### src/hdl/bnms_pkg.sv
// ============================================================================
// bnms_pkg: shared types and constants for the box NMS unit
// Controller states, command and status bundles, and register indexes.
// ============================================================================
package bnms_pkg;

    localparam int SCORE_W   = 16;
    localparam int THR_W     = 16;
    localparam int IDX_OUT_W = 6;

    // configuration register indexes
    localparam logic CFG_THRESHOLD = 1'b0;
    localparam logic CFG_MODE      = 1'b1;

    localparam logic [THR_W-1:0] THR_RESET = 16'd32768;

    // overlap_mode codes
    localparam logic MODE_UNION = 1'b0;
    localparam logic MODE_MIN   = 1'b1;

    typedef enum logic [3:0] {
        ST_LOAD,
        ST_FIND_START,
        ST_FIND_RUN,
        ST_FIND_DRAIN,
        ST_PICK,
        ST_BEST_LATCH,
        ST_SCAN_START,
        ST_SCAN_RUN,
        ST_SCAN_DRAIN,
        ST_EMIT_START,
        ST_EMIT_RUN
    } state_t;

    typedef struct packed {
        logic load;        // take the input word
        logic rd_start;    // rewind the scan pointer
        logic rd_step;     // read entry at the pointer, advance
        logic prune;       // reads in flight feed the overlap pipe
        logic rd_best;     // read the best entry, mark it kept
        logic latch_best;  // capture the best box corners
        logic emit;        // push one result word, advance
        logic finish;      // close the set
    } cmd_t;

    typedef struct packed {
        logic rd_last;     // pointer sits on the last stored box
        logic pipe_busy;   // reads or overlap checks still in flight
        logic found;       // a surviving box was found by the last search
        logic out_free;    // result register can take a word
    } sts_t;

endpackage

### src/hdl/bnms_ctrl.sv
// ============================================================================
// bnms_ctrl: sequencer for the box NMS unit
// Steps load, best-box search, pruning scan and result output.
// ============================================================================
module bnms_ctrl (
    input  logic            aclk,
    input  logic            aresetn,
    input  logic            s_tvalid,
    input  logic            s_tlast,
    output logic            s_tready,
    input  bnms_pkg::sts_t  sts,
    output bnms_pkg::cmd_t  cmd
);

    bnms_pkg::state_t state_reg, state_next;

    always_ff @(posedge aclk) begin
        if (!aresetn) begin
            state_reg <= bnms_pkg::ST_LOAD;
        end else begin
            state_reg <= state_next;
        end
    end

    always_comb begin
        state_next = state_reg;
        unique case (state_reg)
            bnms_pkg::ST_LOAD: begin
                if (s_tvalid && s_tlast) state_next = bnms_pkg::ST_FIND_START;
            end
            bnms_pkg::ST_FIND_START: state_next = bnms_pkg::ST_FIND_RUN;
            bnms_pkg::ST_FIND_RUN: begin
                if (sts.rd_last) state_next = bnms_pkg::ST_FIND_DRAIN;
            end
            bnms_pkg::ST_FIND_DRAIN: state_next = bnms_pkg::ST_PICK;
            bnms_pkg::ST_PICK: begin
                state_next = sts.found ? bnms_pkg::ST_BEST_LATCH : bnms_pkg::ST_EMIT_START;
            end
            bnms_pkg::ST_BEST_LATCH: state_next = bnms_pkg::ST_SCAN_START;
            bnms_pkg::ST_SCAN_START: state_next = bnms_pkg::ST_SCAN_RUN;
            bnms_pkg::ST_SCAN_RUN: begin
                if (sts.rd_last) state_next = bnms_pkg::ST_SCAN_DRAIN;
            end
            bnms_pkg::ST_SCAN_DRAIN: begin
                if (!sts.pipe_busy) state_next = bnms_pkg::ST_FIND_START;
            end
            bnms_pkg::ST_EMIT_START: state_next = bnms_pkg::ST_EMIT_RUN;
            bnms_pkg::ST_EMIT_RUN: begin
                if (sts.out_free && sts.rd_last) state_next = bnms_pkg::ST_LOAD;
            end
            default: state_next = bnms_pkg::ST_LOAD;
        endcase
    end

    always_comb begin
        cmd      = '0;
        s_tready = 1'b0;
        unique case (state_reg)
            bnms_pkg::ST_LOAD: begin
                s_tready = 1'b1;
                cmd.load = s_tvalid;
            end
            bnms_pkg::ST_FIND_START: cmd.rd_start = 1'b1;
            bnms_pkg::ST_FIND_RUN:   cmd.rd_step  = 1'b1;
            bnms_pkg::ST_FIND_DRAIN: ;
            bnms_pkg::ST_PICK:       cmd.rd_best  = sts.found;
            bnms_pkg::ST_BEST_LATCH: cmd.latch_best = 1'b1;
            bnms_pkg::ST_SCAN_START: cmd.rd_start = 1'b1;
            bnms_pkg::ST_SCAN_RUN: begin
                cmd.rd_step = 1'b1;
                cmd.prune   = 1'b1;
            end
            bnms_pkg::ST_SCAN_DRAIN: ;
            bnms_pkg::ST_EMIT_START: cmd.rd_start = 1'b1;
            bnms_pkg::ST_EMIT_RUN: begin
                cmd.emit   = sts.out_free;
                cmd.finish = sts.out_free && sts.rd_last;
            end
            default: ;
        endcase
    end

endmodule

### config.mk
export PLATFORM = sky130hd
export DESIGN_NAME = bnms_ctrl
export DESIGN_NICKNAME = d
export VERILOG_FILES = /design/src/hdl/bnms_pkg.sv /design/src/hdl/bnms_ctrl.sv
export SDC_FILE = /design/constraint.sdc
export NUM_CORES = 1
export LEC_CHECK = 0
export BUFFER_PORTS_ARGS = -buffer_cell sky130_fd_sc_hd__buf_2
export CORE_AREA = 2 2 39 41
export CTS_BUF_LIST = sky130_fd_sc_hd__clkbuf_4
export DETAILED_ROUTE_END_ITERATION = 10
export DIE_AREA = 0 0 41 43
export PLACE_DENSITY_LB_ADDON = 0.08
export SLEW_MARGIN = 25
export SYNTH_ARGS = -nofsm -noshare
export SYNTH_HDL_FRONTEND = slang
export SYNTH_SLANG_ARGS = --single-unit
### constraint.sdc
create_clock -name aclk -period 1.7 [get_ports aclk]
set_input_delay 0.34 -clock aclk [delete_from_list [all_inputs] [get_ports aclk]]
set_output_delay 0.34 -clock aclk [all_outputs]
set_load 0.01 [all_outputs]
==> key figures <==
Status
  • Status: finished, final reports clean

Final layout
  • Layout cell share with drive strength beyond 1: 0.464
  • Final core utilization: 0.377
  • Max reg flops: 4
  • Total Nets Final: 79
  • N_diodes: 0
  • Area grow syn2layout: 36.3%

Placement
  • Pre-CTS setup slack: 0.229 ns
  • # port buffers: 16
  • RD Place Congestion: 0.682
  • Post-DP HPWL: 760 um

Synthesis
  • Synthesis Warnings: 0
  • Cell taking the most area after synthesis: dfxtp_1
  • Synthesized area per cell: 7.51 um2
  • Most common cell in the netlist: nand2_1
  • Synth Register Bits: 4
  • Register area share after synthesis: 0.209
  • EDFF count, synth: 0
  • Synthesized Nets: between 50 and 60
  • Synth cell count leaders: 7 x nand2_1, 5 x nor2_1, 4 x dfxtp_1
  • Top-area cell type share of the netlist area: 0.209
  • Ys async rst share: 0
  • Ys flop type: dfxtp_1
  • Post-Syn Area: 383 um2
  • Synth Instances: just over 50
  • Synth cell types: 31
  • Synth area leaders: dfxtp_1 21%, nand2_1 6.9%, nor2_1 4.9%

Die
  • Initial Utilization: 0.277
  • Die ar.: 1760 um2
  • Die Ht: 43 um
  • IO Pins: 17
  • Core ar.: 1380 um2
  • Die X: 41 um
  • Std cell rows: 14

Clocking
  • TritonCTS buffer count: 3
  • Clock Latency Late Sink: 0.23 ns
  • Clk Tree Root Cell: clkbuf_4
  • Clock sink total: 4
  • Hold-fix buffers, CTS: 0
  • Worst-case clock buffer depth: 2
  • H-tree Lvls: 1
  • Clock transition at path regs: 0.04 ns
  • TritonCTS clock tree: built

Detailed routing
  • Wirelength per Cell: 11.3 um
  • Pre-antenna DRT Iters: 2
  • Antenna Nets Post-Route: 0
  • Wirelength, routed: about 960 um
  • DRC violations left: 0
  • DR vias: 430
  • Starting DRT DRC Count: 7
  • Drt via density: between 5 and 6

Global route
  • Pin count of the biggest net entering global routing: 15
  • Met2 Use GR: 0.203
  • Most Used Layer, Global Route: met2
  • M3 GR Usage: 0.0157
  • Met1 Use GR: 0.173
  • Vias in the first global route: 372
  • Initial antenna violation count: 0
  • First-pass GRT wire length: 1590 um
  • Remaining global-route overflow: 0
  • Global-route usage over all layers: 0.131

Setup path
  • Crit. End Element: output pin
  • CP required: 1.36 ns
  • Worst setup path class: reg2out
  • CP Data Arrival Time: 1.29 ns
  • Startpoint Class: flop
  • CP Max Fanout: 8

Timing
  • RSZ-0062 raised after global routing: no
  • Final Hold Viols: 0
  • Setup TNS: 0 ns
  • Fmax: about 610 MHz
  • Setup violators final: 0
  • Worst Tran Pin Value: 0.327 ns
  • Fin Clk Skew: 0.000403 ns
  • Final WS setup: 0.0709 ns
  • Fin crit share: 0.958
  • Headroom to the max-slew limit: 0.780
  • Final slew viol count: 0
  • Post-layout min period: between 1.5 and 2 ns

Power and ir drop
  • Tot Pwr: 436 uW
  • Cell Pwr Density: 835 nW/um2
  • Cell leakage power: 0.244 nW
  • Peak VDD IR: between 0.0002 and 0.0003 V

Hold path
  • Hold WC Path Type: in2reg

Run
  • Max Cap Viol: 0
layer usage:
| metal | vias up | share of wire |
|---|---|---|
| met2 | 14 | 0.48 |
| met4 | 0 | 0.017 |
| met5 | - | 0 |
| li1 | 221 | - |
| met3 | 2 | 0.051 |
| met1 | 193 | 0.45 |
report_power, final:
part	internal, mW	total, mW	leakage (nW)	switching (mW)
registers	0.106	0.137	0.0350	0.0304
logic	0.0938	0.183	0.196	0.0891
clock network	0.0789	0.116	0.0138	0.0374
cells in the final DEF, fill, tap and decap left out:
master	netlist	routed
a21oi_1	3	3
a22o_1	1	1
a2bb2oi_2	1	1
and2_1	1	1
and3_1	1	1
buf_2	2	16
buf_4	1	4
clkbuf_4	0	3
dfxtp_2	0	2
dfxtp_4	0	2
inv_1	2	2
mux2i_1	1	1
nand2_1	7	7
nand2b_2	1	1
nand3_1	2	2
nand4_1	1	1
nand4bb_1	1	1
nor2_1	5	5
nor3_1	3	3
nor3_2	1	1
nor3b_1	1	1
nor4_1	1	1
nor4_4	0	1
nor4b_1	1	1
o21ai_0	1	1
o311a_1	1	1
o31ai_1	1	1
o32ai_1	1	1
or3b_1	1	1
or3b_4	1	1
xor2_1	1	1
cell type report:
class	count	area, um2
well taps	16	20.0
inverters	2	7.51
flip-flops and latches	4	90.1
multi-input cells	40	272
repair buffers	20	110
clock buffers	3	22.5
fillers	156	862
cells by family (layout without fill, tap and decap cells):
family	Yosys count	count (layout)	synth area share
simple gates	29	29	0.454
compound gates	9	9	0.183
buf+inv	7	25	0.105
flops	4	4	0.209
xor+xnor	1	1	0.0229
mux	1	1	0.0261
worst max-delay path: stages (launching register included):
cell	delay, ns
dfxtp_4	0.37
or3b_4	0.40
nor3_1	0.13
buf_2	0.15
final timing paths:
kind / startpoint / end / slack (ns) / cells after the start
worst max-delay path: state_reg[2] / cmd[0] / 0.07 / 3
worst min-delay path: aresetn / state_reg[1] / 0.38 / 3
worst max register to register: state_reg[3] / state_reg[3] / 0.40 / 4
worst min register to register: state_reg[2] / state_reg[0] / 0.54 / 2
repair_timing:
action	4_1_cts	5_1_grt
endpoints found under the setup margin	2	2
resized for setup	2	5
buffers inserted	0	0
stage by stage:
step	instances	area, um2	hold slack [ns]
2_1_floorplan	51	383	0.467
3_3_place_gp	82	480	0.614
3_5_place_dp	82	480	0.604
4_1_cts	85	505	0.382
5_1_grt	85	522	0.382
6_report	85	522	0.381
Power figures use the tool's default switching activity.
